**src/rtl/llfl_pkg.sv**
```systemverilog
`timescale 1ns / 1ps
// ---------------------------------------------------------------------------
// llfl_pkg
// Shared types and constants of the linked-list entry pool: pool size,
// field widths, command and status codes, and the port structs.
// ---------------------------------------------------------------------------
package llfl_pkg;

  // pool geometry
  localparam int unsigned ENTRIES = 16;
  localparam int unsigned IDX_W   = $clog2(ENTRIES);
  localparam int unsigned LINK_W  = $clog2(ENTRIES + 1);

  // field widths
  localparam int unsigned CMD_W  = 2;
  localparam int unsigned KEY_W  = 64;
  localparam int unsigned STAT_W = 2;
  localparam int unsigned NUM_W  = 5;

  // link value that marks the end of a list
  localparam logic [LINK_W-1:0] NONE_LINK = LINK_W'(ENTRIES);

  typedef enum logic [CMD_W-1:0] {
    CMD_ALLOC   = 2'd0,
    CMD_RELEASE = 2'd1,
    CMD_LIST    = 2'd2
  } cmd_e;

  typedef enum logic [STAT_W-1:0] {
    STAT_OK        = 2'd0,
    STAT_FULL      = 2'd1,
    STAT_NOT_FOUND = 2'd2,
    STAT_EMPTY     = 2'd3
  } status_e;

  typedef enum logic [2:0] {
    S_IDLE,
    S_ALLOC,
    S_WALK,
    S_FREE,
    S_LIST
  } state_e;

  // command payload
  typedef struct packed {
    logic [CMD_W-1:0] cmd;
    logic [KEY_W-1:0] guest_key;
  } req_t;

  // result payload
  typedef struct packed {
    logic [STAT_W-1:0] status;
    logic [NUM_W-1:0]  entry_number;
    logic [KEY_W-1:0]  entry_key;
    logic              last;
  } rsp_t;

  // controller to storage
  typedef struct packed {
    logic [IDX_W-1:0]  rd_addr;
    logic              key_we;
    logic              link_we;
    logic [IDX_W-1:0]  wr_addr;
    logic [KEY_W-1:0]  key_wdata;
    logic [LINK_W-1:0] link_wdata;
  } store_req_t;

  // storage read data, registered: valid in the cycle after the address
  typedef struct packed {
    logic [KEY_W-1:0]  key;
    logic [LINK_W-1:0] link;
  } store_rsp_t;

endpackage

```
**src/rtl/llfl_store.sv**
```systemverilog
`timescale 1ns / 1ps
// ---------------------------------------------------------------------------
// llfl_store
// Key and link memories of the pool. One read address and one write
// address per cycle, read data registered. Link entries not yet written
// read as their reset chain value (next entry, or none for the last one).
// ---------------------------------------------------------------------------
module llfl_store (
  input  logic                   clk_i,
  input  logic                   rst_ni,
  input  llfl_pkg::store_req_t   req_i,
  output llfl_pkg::store_rsp_t   rsp_o
);

  logic [llfl_pkg::KEY_W-1:0]  key_mem_q  [llfl_pkg::ENTRIES];
  logic [llfl_pkg::LINK_W-1:0] link_mem_q [llfl_pkg::ENTRIES];
  logic [llfl_pkg::ENTRIES-1:0] link_vld_q;

  logic [llfl_pkg::KEY_W-1:0]  key_rd_q;
  logic [llfl_pkg::LINK_W-1:0] link_rd_q;
  logic [llfl_pkg::LINK_W-1:0] link_dflt_q;
  logic                        link_sel_q;

  // key memory
  always_ff @(posedge clk_i) begin
    if (req_i.key_we) begin
      key_mem_q[req_i.wr_addr] <= req_i.key_wdata;
    end
    key_rd_q <= key_mem_q[req_i.rd_addr];
  end

  // link memory
  always_ff @(posedge clk_i) begin
    if (req_i.link_we) begin
      link_mem_q[req_i.wr_addr] <= req_i.link_wdata;
    end
    link_rd_q   <= link_mem_q[req_i.rd_addr];
    link_sel_q  <= link_vld_q[req_i.rd_addr];
    link_dflt_q <= llfl_pkg::LINK_W'(req_i.rd_addr) + llfl_pkg::LINK_W'(1);
  end

  // written marks for the link entries, cleared at reset
  always_ff @(posedge clk_i or negedge rst_ni) begin
    if (!rst_ni) begin
      link_vld_q <= '0;
    end else if (req_i.link_we) begin
      link_vld_q[req_i.wr_addr] <= 1'b1;
    end
  end

  assign rsp_o.key  = key_rd_q;
  assign rsp_o.link = link_sel_q ? link_rd_q : link_dflt_q;

endmodule

```
**src/rtl/llfl_ctrl.sv**
```systemverilog
`timescale 1ns / 1ps
// ---------------------------------------------------------------------------
// llfl_ctrl
// Command sequencer: holds the list heads, walks the occupied list one
// memory read per cycle and issues the read-modify-write of the links.
// ---------------------------------------------------------------------------
module llfl_ctrl (
  input  logic                   clk_i,
  input  logic                   rst_ni,
  input  logic                   start_i,
  input  llfl_pkg::req_t         req_i,
  output logic                   busy_o,
  output llfl_pkg::store_req_t   store_o,
  input  llfl_pkg::store_rsp_t   store_i,
  output logic                   res_valid_o,
  output llfl_pkg::rsp_t         res_o
);

  llfl_pkg::state_e            state_q, state_d;
  logic [llfl_pkg::LINK_W-1:0] free_q, free_d;
  logic [llfl_pkg::LINK_W-1:0] occ_q, occ_d;
  logic [llfl_pkg::LINK_W-1:0] cur_q, cur_d;
  logic [llfl_pkg::LINK_W-1:0] prev_q, prev_d;
  logic [llfl_pkg::LINK_W-1:0] cnt_q, cnt_d;
  logic [llfl_pkg::KEY_W-1:0]  key_q, key_d;

  logic [llfl_pkg::LINK_W-1:0] cnt_inc;
  logic [llfl_pkg::NUM_W-1:0]  cur_num;
  logic                        walk_end;

  assign cnt_inc  = cnt_q + llfl_pkg::LINK_W'(1);
  assign cur_num  = llfl_pkg::NUM_W'({1'b0, cur_q} + (llfl_pkg::LINK_W + 1)'(1));
  assign walk_end = (store_i.link == llfl_pkg::NONE_LINK) ||
                    (cnt_inc == llfl_pkg::LINK_W'(llfl_pkg::ENTRIES));
  assign busy_o   = (state_q != llfl_pkg::S_IDLE);

  // state and list heads
  always_ff @(posedge clk_i or negedge rst_ni) begin
    if (!rst_ni) begin
      state_q <= llfl_pkg::S_IDLE;
      free_q  <= '0;
      occ_q   <= llfl_pkg::NONE_LINK;
      cur_q   <= llfl_pkg::NONE_LINK;
      prev_q  <= llfl_pkg::NONE_LINK;
      cnt_q   <= '0;
    end else begin
      state_q <= state_d;
      free_q  <= free_d;
      occ_q   <= occ_d;
      cur_q   <= cur_d;
      prev_q  <= prev_d;
      cnt_q   <= cnt_d;
    end
  end

  // command key, payload only
  always_ff @(posedge clk_i) begin
    key_q <= key_d;
  end

  // next state, memory accesses and results
  always_comb begin
    state_d = state_q;
    free_d  = free_q;
    occ_d   = occ_q;
    cur_d   = cur_q;
    prev_d  = prev_q;
    cnt_d   = cnt_q;
    key_d   = key_q;

    store_o            = '0;
    store_o.rd_addr    = cur_q[llfl_pkg::IDX_W-1:0];
    store_o.wr_addr    = cur_q[llfl_pkg::IDX_W-1:0];
    store_o.key_wdata  = key_q;
    store_o.link_wdata = occ_q;

    res_valid_o = 1'b0;
    res_o       = '0;
    res_o.last  = 1'b1;

    case (state_q)
      llfl_pkg::S_IDLE: begin
        if (start_i) begin
          key_d  = req_i.guest_key;
          cnt_d  = '0;
          prev_d = llfl_pkg::NONE_LINK;
          case (req_i.cmd)
            llfl_pkg::CMD_ALLOC: begin
              if (free_q == llfl_pkg::NONE_LINK) begin
                res_valid_o  = 1'b1;
                res_o.status = llfl_pkg::STAT_FULL;
              end else begin
                store_o.rd_addr = free_q[llfl_pkg::IDX_W-1:0];
                cur_d           = free_q;
                state_d         = llfl_pkg::S_ALLOC;
              end
            end
            llfl_pkg::CMD_RELEASE: begin
              store_o.rd_addr = occ_q[llfl_pkg::IDX_W-1:0];
              cur_d           = occ_q;
              state_d         = llfl_pkg::S_WALK;
            end
            llfl_pkg::CMD_LIST: begin
              store_o.rd_addr = occ_q[llfl_pkg::IDX_W-1:0];
              cur_d           = occ_q;
              state_d         = llfl_pkg::S_LIST;
            end
            default: begin
            end
          endcase
        end
      end

      // pop free head, store key, push onto occupied head
      llfl_pkg::S_ALLOC: begin
        free_d             = store_i.link;
        store_o.key_we     = 1'b1;
        store_o.link_we    = 1'b1;
        store_o.link_wdata = occ_q;
        occ_d              = cur_q;
        res_valid_o        = 1'b1;
        res_o.status       = llfl_pkg::STAT_OK;
        res_o.entry_number = cur_num;
        res_o.entry_key    = key_q;
        state_d            = llfl_pkg::S_IDLE;
      end

      // compare one occupied entry per cycle
      llfl_pkg::S_WALK: begin
        if (cur_q == llfl_pkg::NONE_LINK) begin
          res_valid_o  = 1'b1;
          res_o.status = llfl_pkg::STAT_NOT_FOUND;
          state_d      = llfl_pkg::S_IDLE;
        end else if (store_i.key == key_q) begin
          if (prev_q != llfl_pkg::NONE_LINK) begin
            store_o.link_we    = 1'b1;
            store_o.wr_addr    = prev_q[llfl_pkg::IDX_W-1:0];
            store_o.link_wdata = store_i.link;
          end else begin
            occ_d = store_i.link;
          end
          res_valid_o        = 1'b1;
          res_o.status       = llfl_pkg::STAT_OK;
          res_o.entry_number = cur_num;
          res_o.entry_key    = store_i.key;
          state_d            = llfl_pkg::S_FREE;
        end else if (walk_end) begin
          res_valid_o  = 1'b1;
          res_o.status = llfl_pkg::STAT_NOT_FOUND;
          state_d      = llfl_pkg::S_IDLE;
        end else begin
          store_o.rd_addr = store_i.link[llfl_pkg::IDX_W-1:0];
          prev_d          = cur_q;
          cur_d           = store_i.link;
          cnt_d           = cnt_inc;
        end
      end

      // push released entry onto free head
      llfl_pkg::S_FREE: begin
        store_o.link_we    = 1'b1;
        store_o.link_wdata = free_q;
        free_d             = cur_q;
        state_d            = llfl_pkg::S_IDLE;
      end

      // one listed entry per cycle
      llfl_pkg::S_LIST: begin
        res_valid_o = 1'b1;
        if (cur_q == llfl_pkg::NONE_LINK) begin
          res_o.status = llfl_pkg::STAT_EMPTY;
          state_d      = llfl_pkg::S_IDLE;
        end else begin
          res_o.status       = llfl_pkg::STAT_OK;
          res_o.entry_number = cur_num;
          res_o.entry_key    = store_i.key;
          res_o.last         = walk_end;
          if (walk_end) begin
            state_d = llfl_pkg::S_IDLE;
          end else begin
            store_o.rd_addr = store_i.link[llfl_pkg::IDX_W-1:0];
            cur_d           = store_i.link;
            cnt_d           = cnt_inc;
          end
        end
      end

      default: begin
        state_d = llfl_pkg::S_IDLE;
      end
    endcase
  end

  // release push only follows a matching walk step
  a_free_after_walk : assert property (@(posedge clk_i) disable iff (!rst_ni)
    (state_q == llfl_pkg::S_FREE) |-> ($past(state_q) == llfl_pkg::S_WALK))
    else $error("release push without preceding walk");

  // heads of the two lists never name the same entry
  a_heads_apart : assert property (@(posedge clk_i) disable iff (!rst_ni)
    (free_q == occ_q) |-> (free_q == llfl_pkg::NONE_LINK))
    else $error("free and occupied heads coincide");

  // walk step count stays below the pool size
  a_walk_bound : assert property (@(posedge clk_i) disable iff (!rst_ni)
    ((state_q == llfl_pkg::S_WALK) || (state_q == llfl_pkg::S_LIST)) |->
    (cnt_q < llfl_pkg::LINK_W'(llfl_pkg::ENTRIES)))
    else $error("walk ran past the pool size");

  // a single-result command ends in the cycle of its result
  a_single_done : assert property (@(posedge clk_i) disable iff (!rst_ni)
    (res_valid_o && (state_q != llfl_pkg::S_LIST) && (state_q != llfl_pkg::S_WALK))
    |=> (state_q == llfl_pkg::S_IDLE))
    else $error("sequencer busy after final result");

  // memory writes happen only in update states
  a_write_states : assert property (@(posedge clk_i) disable iff (!rst_ni)
    (store_o.link_we || store_o.key_we) |->
    ((state_q == llfl_pkg::S_ALLOC) || (state_q == llfl_pkg::S_WALK) ||
     (state_q == llfl_pkg::S_FREE)))
    else $error("memory write outside an update state");

endmodule

```
**src/rtl/linked_list_free_list_table.sv**
```systemverilog
`timescale 1ns / 1ps
// ---------------------------------------------------------------------------
// linked_list_free_list_table
// Fixed pool of keyed entries kept as a free list and an occupied list.
//
// Commands are transferred on req (cmd, guest_key) at a clock edge with
// start high and busy low. Allocate pops the free head and pushes it onto
// the occupied head; release walks the occupied list and frees the first
// entry with a matching key; list gives every occupied entry from the head.
// Results leave on rsp, each valid for exactly one cycle while rsp_valid_o
// is high; the receiver takes every one and cannot stall the block.
// Allocate answers from the idle state when the pool is full, else from
// the allocate state; every result goes through the result register.
// Release answers once its walk hits a match or the end of the list, and
// passes through the free state when an entry is freed. List gives one
// result per cycle from the head. One command is in work at a time; a
// walk costs one key/link memory read per cycle.
// Reset: all entries free in index order, occupied list empty, no results.
// ---------------------------------------------------------------------------
module linked_list_free_list_table (
  input  logic             clk_i,
  input  logic             rst_ni,
  input  logic             start,
  input  llfl_pkg::req_t   req_i,
  output logic             busy,
  output logic             rsp_valid_o,
  output llfl_pkg::rsp_t   rsp_o
);

  llfl_pkg::store_req_t store_req;
  llfl_pkg::store_rsp_t store_rsp;
  logic                 res_valid;
  llfl_pkg::rsp_t       res;

  logic                 rsp_valid_q;
  llfl_pkg::rsp_t       rsp_q;

  // command sequencer
  llfl_ctrl u_ctrl (
    .clk_i       (clk_i),
    .rst_ni      (rst_ni),
    .start_i     (start),
    .req_i       (req_i),
    .busy_o      (busy),
    .store_o     (store_req),
    .store_i     (store_rsp),
    .res_valid_o (res_valid),
    .res_o       (res)
  );

  // key and link memories
  llfl_store u_store (
    .clk_i  (clk_i),
    .rst_ni (rst_ni),
    .req_i  (store_req),
    .rsp_o  (store_rsp)
  );

  // result register, one transfer per cycle
  always_ff @(posedge clk_i or negedge rst_ni) begin
    if (!rst_ni) begin
      rsp_valid_q <= 1'b0;
    end else begin
      rsp_valid_q <= res_valid;
    end
  end

  always_ff @(posedge clk_i) begin
    if (res_valid) begin
      rsp_q <= res;
    end
  end

  assign rsp_valid_o = rsp_valid_q;
  assign rsp_o       = rsp_q;

endmodule

```
**config.mk**
```make
export PLATFORM = sky130hd
export DESIGN_NAME = linked_list_free_list_table
export DESIGN_NICKNAME = d
export VERILOG_FILES = /design/src/rtl/llfl_pkg.sv /design/src/rtl/llfl_store.sv /design/src/rtl/llfl_ctrl.sv /design/src/rtl/linked_list_free_list_table.sv
export SDC_FILE = /design/constraint.sdc
export NUM_CORES = 2
export LEC_CHECK = 0
export ABC_AREA = 0
export BUFFER_PORTS_ARGS = -buffer_cell sky130_fd_sc_hd__buf_4
export CAP_MARGIN = 20
export CORE_ASPECT_RATIO = 0.8
export CORE_MARGIN = 3
export CORE_UTILIZATION = 55
export DETAILED_ROUTE_END_ITERATION = 12
export PLACE_DENSITY = 0.77
export SLEW_MARGIN = 0
export SYNTH_ARGS = -nofsm -noshare
export SYNTH_HDL_FRONTEND = slang
export SYNTH_SLANG_ARGS = --single-unit
```
**constraint.sdc**
```tcl
create_clock -name clk_i -period 13.55 [get_ports clk_i]
set_input_delay 1.355 -clock clk_i [delete_from_list [all_inputs] [get_ports clk_i]]
set_output_delay 1.355 -clock clk_i [all_outputs]
set_load 0.005 [all_outputs]
```
== Word level (Yosys, flattened, before mapping) ==
Memories as Yosys holds them, arrays and structs flattened. A register that Yosys moved wholly into a read port is not among the register bits.
Index checks and enable logic that the tools add are counted.

* Logic and storage cells: 144
* Output and inout bits: 74
* RAM bits: 1,104
* Memories kept: 2
* Input bits: 69
* Register bits after elaboration: 187

* Muxes and demuxes: 78
* $add $sub $neg: 3
* Reduce and logical (&&, ||, !) cells: 19
* Bitwise operators: 2
* $lt $le $gt $ge: 3
* Equal/unequal tests: 22

{| class="wikitable"
|+ Memories
! memory !! words !! bits a word !! read ports !! clocked after Yosys merged registers in !! write ports !! line !! RTL
|-
| u_store.key_mem_q || 16 || 64 || 1 || 1 || 1 || llfl_store.sv:15 || <nowiki>logic [llfl_pkg::KEY_W-1:0] key_mem_q [llfl_pkg::ENTRIES];</nowiki>
|-
| u_store.link_mem_q || 16 || 5 || 1 || 1 || 1 || llfl_store.sv:16 || <nowiki>logic [llfl_pkg::LINK_W-1:0] link_mem_q [llfl_pkg::ENTRIES];</nowiki>
|}

{| class="wikitable"
|+ Operator list
! kind !! count
|-
| 69-bit one-hot mux with 3 select lines || 1
|-
| 69-bit two-way mux || 2
|-
| 5-bit two-way mux || 25
|-
| 70-bit two-way mux || 1
|-
| 64-bit equality test || 1
|-
| 5-bit one-hot mux with 2 select lines || 5
|-
| 5-bit one-hot mux with 3 select lines || 2
|-
| 4-bit two-way mux || 7
|-
| 5-bit equality test, second input constant || 4
|-
| 3-bit two-way mux || 6
|-
| 3-bit one-hot mux with 3 select lines || 2
|-
| 16-bit bitwise OR || 1
|-
| 1-bit two-way mux || 14
|-
| 2-bit two-way mux || 6
|-
| 2-bit != test, second input constant || 6
|-
| 4-bit one-hot mux with 3 select lines || 1
|-
| 5-bit by 1-bit adder with 5-bit output, second input constant || 2
|-
| 4-bit by 5-bit < comparator with 1-bit output, second input constant || 2
|-
| 5-bit AND reduction || 2
|-
| 4-bit one-hot mux with 2 select lines || 1
|-
| 2-bit OR reduction || 4
|-
| 7-bit AND reduction || 1
|-
| 3-bit by 2-bit equality test with 1-bit output, second input constant || 2
|-
| 3-bit != test, second input constant || 2
|-
| other kinds (24) || 27
|}

== Depth between registers and ports, before layout ==
* Depth after elaboration: 10
* Depth in mapped cells: 15
* Mapped depth without buffers: 11

== Cells and area by module ==
A second synthesis with hierarchy kept.

* Cell total of the unflattened synthesis: 2,422
* Area, all modules: 51,221.6 µm²

{| class="wikitable"
|+ Modules (own cells, without submodules)
! module !! area an instance (µm²) !! instances !! cells each !! seq. area each (µm²)
|-
| llfl_store || 43,624.3 || 1 || 1,857 || 35,053.6
|-
| llfl_ctrl || 5,410.2 || 1 || 492 || 2,626.3
|-
| linked_list_free_list_table || 2,187.1 || 1 || 73 || 2,187.1
|}

== Worst setup path after synthesis ==
OpenSTA, ideal clock, no wires.

* Path kind: register to register
* From: reg u_ctrl.key_q[44] in the netlist's numbering
* To: reg rsp_valid_q, in the netlist rsp_valid_o
* Arrival time: 6.955 ns
* Library setup time: 0.657 ns
* Data required time: 12.893 ns
* Cell stages (with the launch flop): 9
* Setup slack: 5.938 ns
* Buffers on the path: 1
* Clock period less this slack: 7.612 ns
* Cell sequence: edfxtp_1 -> xnor2_1 -> nand4_1 -> nor4_1 -> nand4_2 -> buf_2 -> a31oi_1 -> a211oi_1 -> o21ai_0

* Cells in the longest elaborated chain, start to end: 4

{| class="wikitable"
|+ Ends and longest elaborated chain
! what !! line !! RTL
|-
| start, declared || llfl_ctrl.sv:25 || <nowiki>logic [llfl_pkg::KEY_W-1:0] key_q, key_d;</nowiki>
|-
| start signal, assigned || llfl_ctrl.sv:58 || <nowiki>key_q <= key_d;</nowiki>
|-
| 64-bit equality test || llfl_ctrl.sv:134 || <nowiki>end else if (store_i.key == key_q) begin</nowiki>
|-
| 1-bit two-way mux || llfl_ctrl.sv:134 ||
|-
| 1-bit two-way mux || llfl_ctrl.sv:130 || <nowiki>if (cur_q == llfl_pkg::NONE_LINK) begin</nowiki>
|-
| 1-bit one-hot mux with 3 select lines || llfl_ctrl.sv:81 || <nowiki>case (state_q)</nowiki>
|-
| net res_valid || linked_list_free_list_table.sv:32 || <nowiki>logic res_valid;</nowiki>
|-
| end signal, assigned || linked_list_free_list_table.sv:64 || <nowiki>rsp_valid_q <= res_valid;</nowiki>
|-
| end, declared || linked_list_free_list_table.sv:35 || <nowiki>logic rsp_valid_q;</nowiki>
|}

The timed path passes the listed nets, and every way through them passes these cells.
A chain may end at the register's enable or synchronous reset.

== Worst setup path after layout ==
* From: reg u_ctrl.key_q[38] in the netlist's numbering
* To: reg u_store.key_rd_q[20] in the netlist's numbering (read register of u_store.key_mem_q)

* Cells in the longest elaborated chain, start to end: 4

{| class="wikitable"
|+ Ends and longest elaborated chain
! what !! line !! RTL
|-
| 64-bit equality test || llfl_ctrl.sv:134 ||
|-
| 4-bit two-way mux || llfl_ctrl.sv:134 ||
|-
| 4-bit two-way mux || llfl_ctrl.sv:130 ||
|-
| 4-bit one-hot mux with 3 select lines || llfl_ctrl.sv:81 ||
|-
| end, declared || llfl_store.sv:19 || <nowiki>logic [llfl_pkg::KEY_W-1:0] key_rd_q;</nowiki>
|}

No other way between the ends.

==> results_dict.tcl <==
set metrics [dict create \
    ctsLongestPathBuffers 3 \
    numCtsBuffers 119 \
    antenna_found_initial 7 \
    layout-drive-gt1-share_pct 12.2 \
    first_pass_iters 6 \
    multi_input_area_sq_um 13300 \
    p_sw_share_pct 37.7 \
    drt_iter0_markers 5981 \
    tightest_slew_ns 1.16 \
    root_buffer "clkbuf_16" \
    p_leak_nw 20.8 \
    ant_nets 0 \
    via_per_inst 6.77 \
    clk_latency_ns 0.71 \
    syn2layout_area_growth_pct 11.6 \
    rows 102 \
    cts_setup_buffers 0 \
    cts_tree "done" \
    p_sw_w 0.00543 \
    min_period_ns 7.06 \
    post_cts_resized 0 \
    gp_congestion 0.895 \
    cp_cell_sequence "xnor2_1, nand4_1, nor4_1, buf_2, nand4_2, mux2i_4, nand2_8, inv_8, buf_4, nand2_1, a311o_1, o311ai_1" \
    initial_core_util_pct 55.8 \
    critPathArrivalTime_ns 7.65 \
    gr-total-overflow 0 \
    h-tree-depth 3 \
    max_clock_freq_ghz 0.142 \
    ys_top_cells_by_area "edfxtp_1, and3_1, nand2_1" \
    grt_pass1_vias 33500 \
    whs_ns 0.465 \
    path_class "flop to flop" \
    clock_skew_ns 0.0274 \
    p_per_area_nw_per_um2 238 \
    rsz0062_at_grt "false" \
    coreArea_sq_um 97400 \
    dieArea_sq_um 103000 \
    clock-sinks 1360 \
    endpoint_kind "flop" \
    setup_tns_ns 0 \
    use_met3_pct 5.90 \
    ys_ff_latch 1360 \
    drc 0 \
    totalWireLength_mm 149 \
    grt.busiest_layer "met2" \
    path_buf_inv 3 \
    finalSetupViolCount 0 \
    synth_cell_types 72 \
    clkTransAtPathRegs_ns 0.07 \
    avgSynthCellArea_sq_um 14.4 \
    cpPeakStageDelay_ns 0.89 \
    grt_max_degree 141 \
    critical-path-top-delay-family "simple AND/OR/NAND/NOR gates" \
    nFillCells 6903 \
    syn-num-nets 3846 \
    async_flop_share_pct 3.31 \
    slew_headroom_pct 22.4 \
    utilization_pct 62.2 \
    period_share_pct 52.1 \
    fp.dieW_microns 357 \
    wl_per_cell_microns 28.7 \
    p_clk_share_pct 24.7 \
    syn_area_sq_um 54300 \
    yosys.area.top_type "edfxtp_1" \
    synthCells 3769 \
    ir_drop_v 0.000191 \
    synth_top_area_share_pct 68.5 \
    synth_warnings 0 \
    comb_power_share_pct 35.4 \
    synth_edf_count 1240 \
    place_hpwl_mm 76.0 \
    ioPinCount 143 \
    ff_latch_area_sq_um 39900 \
    ys_seq_area_share_pct 73.4 \
    cp-start-kind "flop" \
    gr-usage-met1_pct 42.2 \
    worst_slack_ns 6.49 \
    p_seq_share_pct 40.0 \
    holdCritPathClass "flop to flop" \
    critPathMaxFanout 140 \
    synthFlopType "edfxtp_1" \
    cp.required_ns 14.14 \
    grt_pass1_wl_mm 220 \
    dpl_cell_area_sq_um 56500 \
    nNetsFinal 3870 \
    status "finished, final reports clean" \
    use_met2_pct 42.6 \
    holdBufCountCts 0 \
    pre_cts_slack_ns 6.86 \
    die_y_microns 287 \
    layout_commonest_cell "edfxtp_1" \
    p_int_w 0.00897 \
    via_count 35200 \
    cap_violations 0 \
    grt.total_usage_pct 28.7 \
    drv_slew 0 \
    crit_path_top_delay_cell "inv_8" \
    hold_viol_final 0 \
    io_buffers 142 \
    design_area_sq_um 60600 \
    final_cell_mix "edfxtp_1, nand2_1, and3_1" \
]
kinds of logic (layout without fill, tap and decap cells):
logic type	after synthesis	count (layout)	share of synthesized area, %
other	0	1	0
AOI/OAI and AO/OA	792	792	11.4
DFF	1360	1360	73.4
xor gates and xnor gates	69	69	1.11
adders and majority gates	8	8	0.184
buffers and inverters	325	455	2.49
muxes	28	28	0.583
and+or+nand+nor	1187	1187	10.8
path summary, 6_finish.rpt:
path	start	depth (start not counted)	endpoint	slack [ns]
worst min register to register	u_store.link_vld_q[10]$_DFFE_PN0P_	1	u_store.link_vld_q[10]$_DFFE_PN0P_	0.46
worst max-delay path	u_ctrl.key_q[38]$_DFFE_PP_	12	u_store.key_rd_q[20]$_DFF_P_	6.49
worst min-delay path	u_store.link_vld_q[10]$_DFFE_PN0P_	1	u_store.link_vld_q[10]$_DFFE_PN0P_	0.46
worst max register to register	u_ctrl.key_q[38]$_DFFE_PP_	12	u_store.key_rd_q[20]$_DFF_P_	6.49
min in group asynchronous	rst_ni	1	u_ctrl.prev_q[3]$_DFFE_PN0P_	0.67
max in group asynchronous	rst_ni	1	u_store.link_vld_q[12]$_DFFE_PN0P_	12.46
synth_stat cells, types with 4 or more instances:
library cell	number
a211o_1	140
a211oi_1	72
a21oi_1	18
a22o_1	64
a22oi_1	12
a311o_1	70
a311oi_1	72
a32oi_1	73
and2_1	8
and3_1	354
buf_1	12
buf_2	80
buf_4	5
clkbuf_1	211
dfrtp_1	42
dfxtp_1	75
edfxtp_1	1240
ha_1	8
inv_1	13
mux2_2	11
mux2i_1	14
nand2_1	457
nand2b_1	7
nand3_1	220
nand4_1	16
nor2_1	61
nor2_2	4
nor2b_1	9
nor3_1	15
nor4_1	5
o21ai_0	166
o21bai_1	4
o311ai_1	70
or2_1	7
or2_2	10
xnor2_1	68
through the flow:
stage | power (W) | instances
2_1_floorplan | 0.00903 | 3769
3_3_place_gp | 0.0107 | 4969
3_5_place_dp | 0.0108 | 4970
4_1_cts | 0.0143 | 5197
5_1_grt | 0.0150 | 5199
6_report | 0.0144 | 5200
area by class of cell:
| class | count | share of cell area (%) |
|---|---|---|
| Inverter | 15 | 0.114 |
| Timing Repair Buffer | 213 | 2.63 |
| Clock buffer | 162 | 5.60 |
| Tap cell | 1300 | 2.68 |
| Multi-Input combinational cell | 2084 | 22.0 |
| Clock inverter | 65 | 1.22 |
| Antenna cell | 1 | 0.00413 |
| Sequential cell | 1360 | 65.8 |
power by group through the flow:
stage	logic [W]	clock network [W]	registers, W
finish	0.00509	0.00355	0.00576
global route	0.00542	0.00374	0.00580
CTS	0.00499	0.00358	0.00574
detailed placement	0.00496	0	0.00582
global placement	0.00487	0	0.00581
floorplan	0.00333	0	0.00570
worst reg2reg max path, delay by kind of cell (launching register included):
family,cells,cell delay [ns]
simple gates,5,2.02
mux,1,0.80
buf+inv,3,2.14
xor+xnor,1,0.85
compound gates,2,0.49
flops,1,0.64
flip-flops by register name (all words and copies together) (netlist names), 5 cells and up:
name / count
u_ctrl.free_q: 5
u_ctrl.key_q: 64
u_store.link_dflt_q: 5
u_store.link_vld_q: 16
rsp_o: 72
u_store.link_rd_q: 5
u_ctrl.occ_q: 5
u_ctrl.prev_q: 5
u_ctrl.cnt_q: 5
u_store.key_rd_q: 64
u_store.key_mem_q: 1024
u_ctrl.cur_q: 5
u_store.link_mem_q: 80
layer usage:
metal / up-vias / share of wire, %
met5: - / 0.0087
li1: 14800 / -
met4: 2 / 3.6
met2: 2619 / 45
met3: 351 / 13
met1: 17400 / 39
Note: power is estimated with default switching activity, not from simulation.
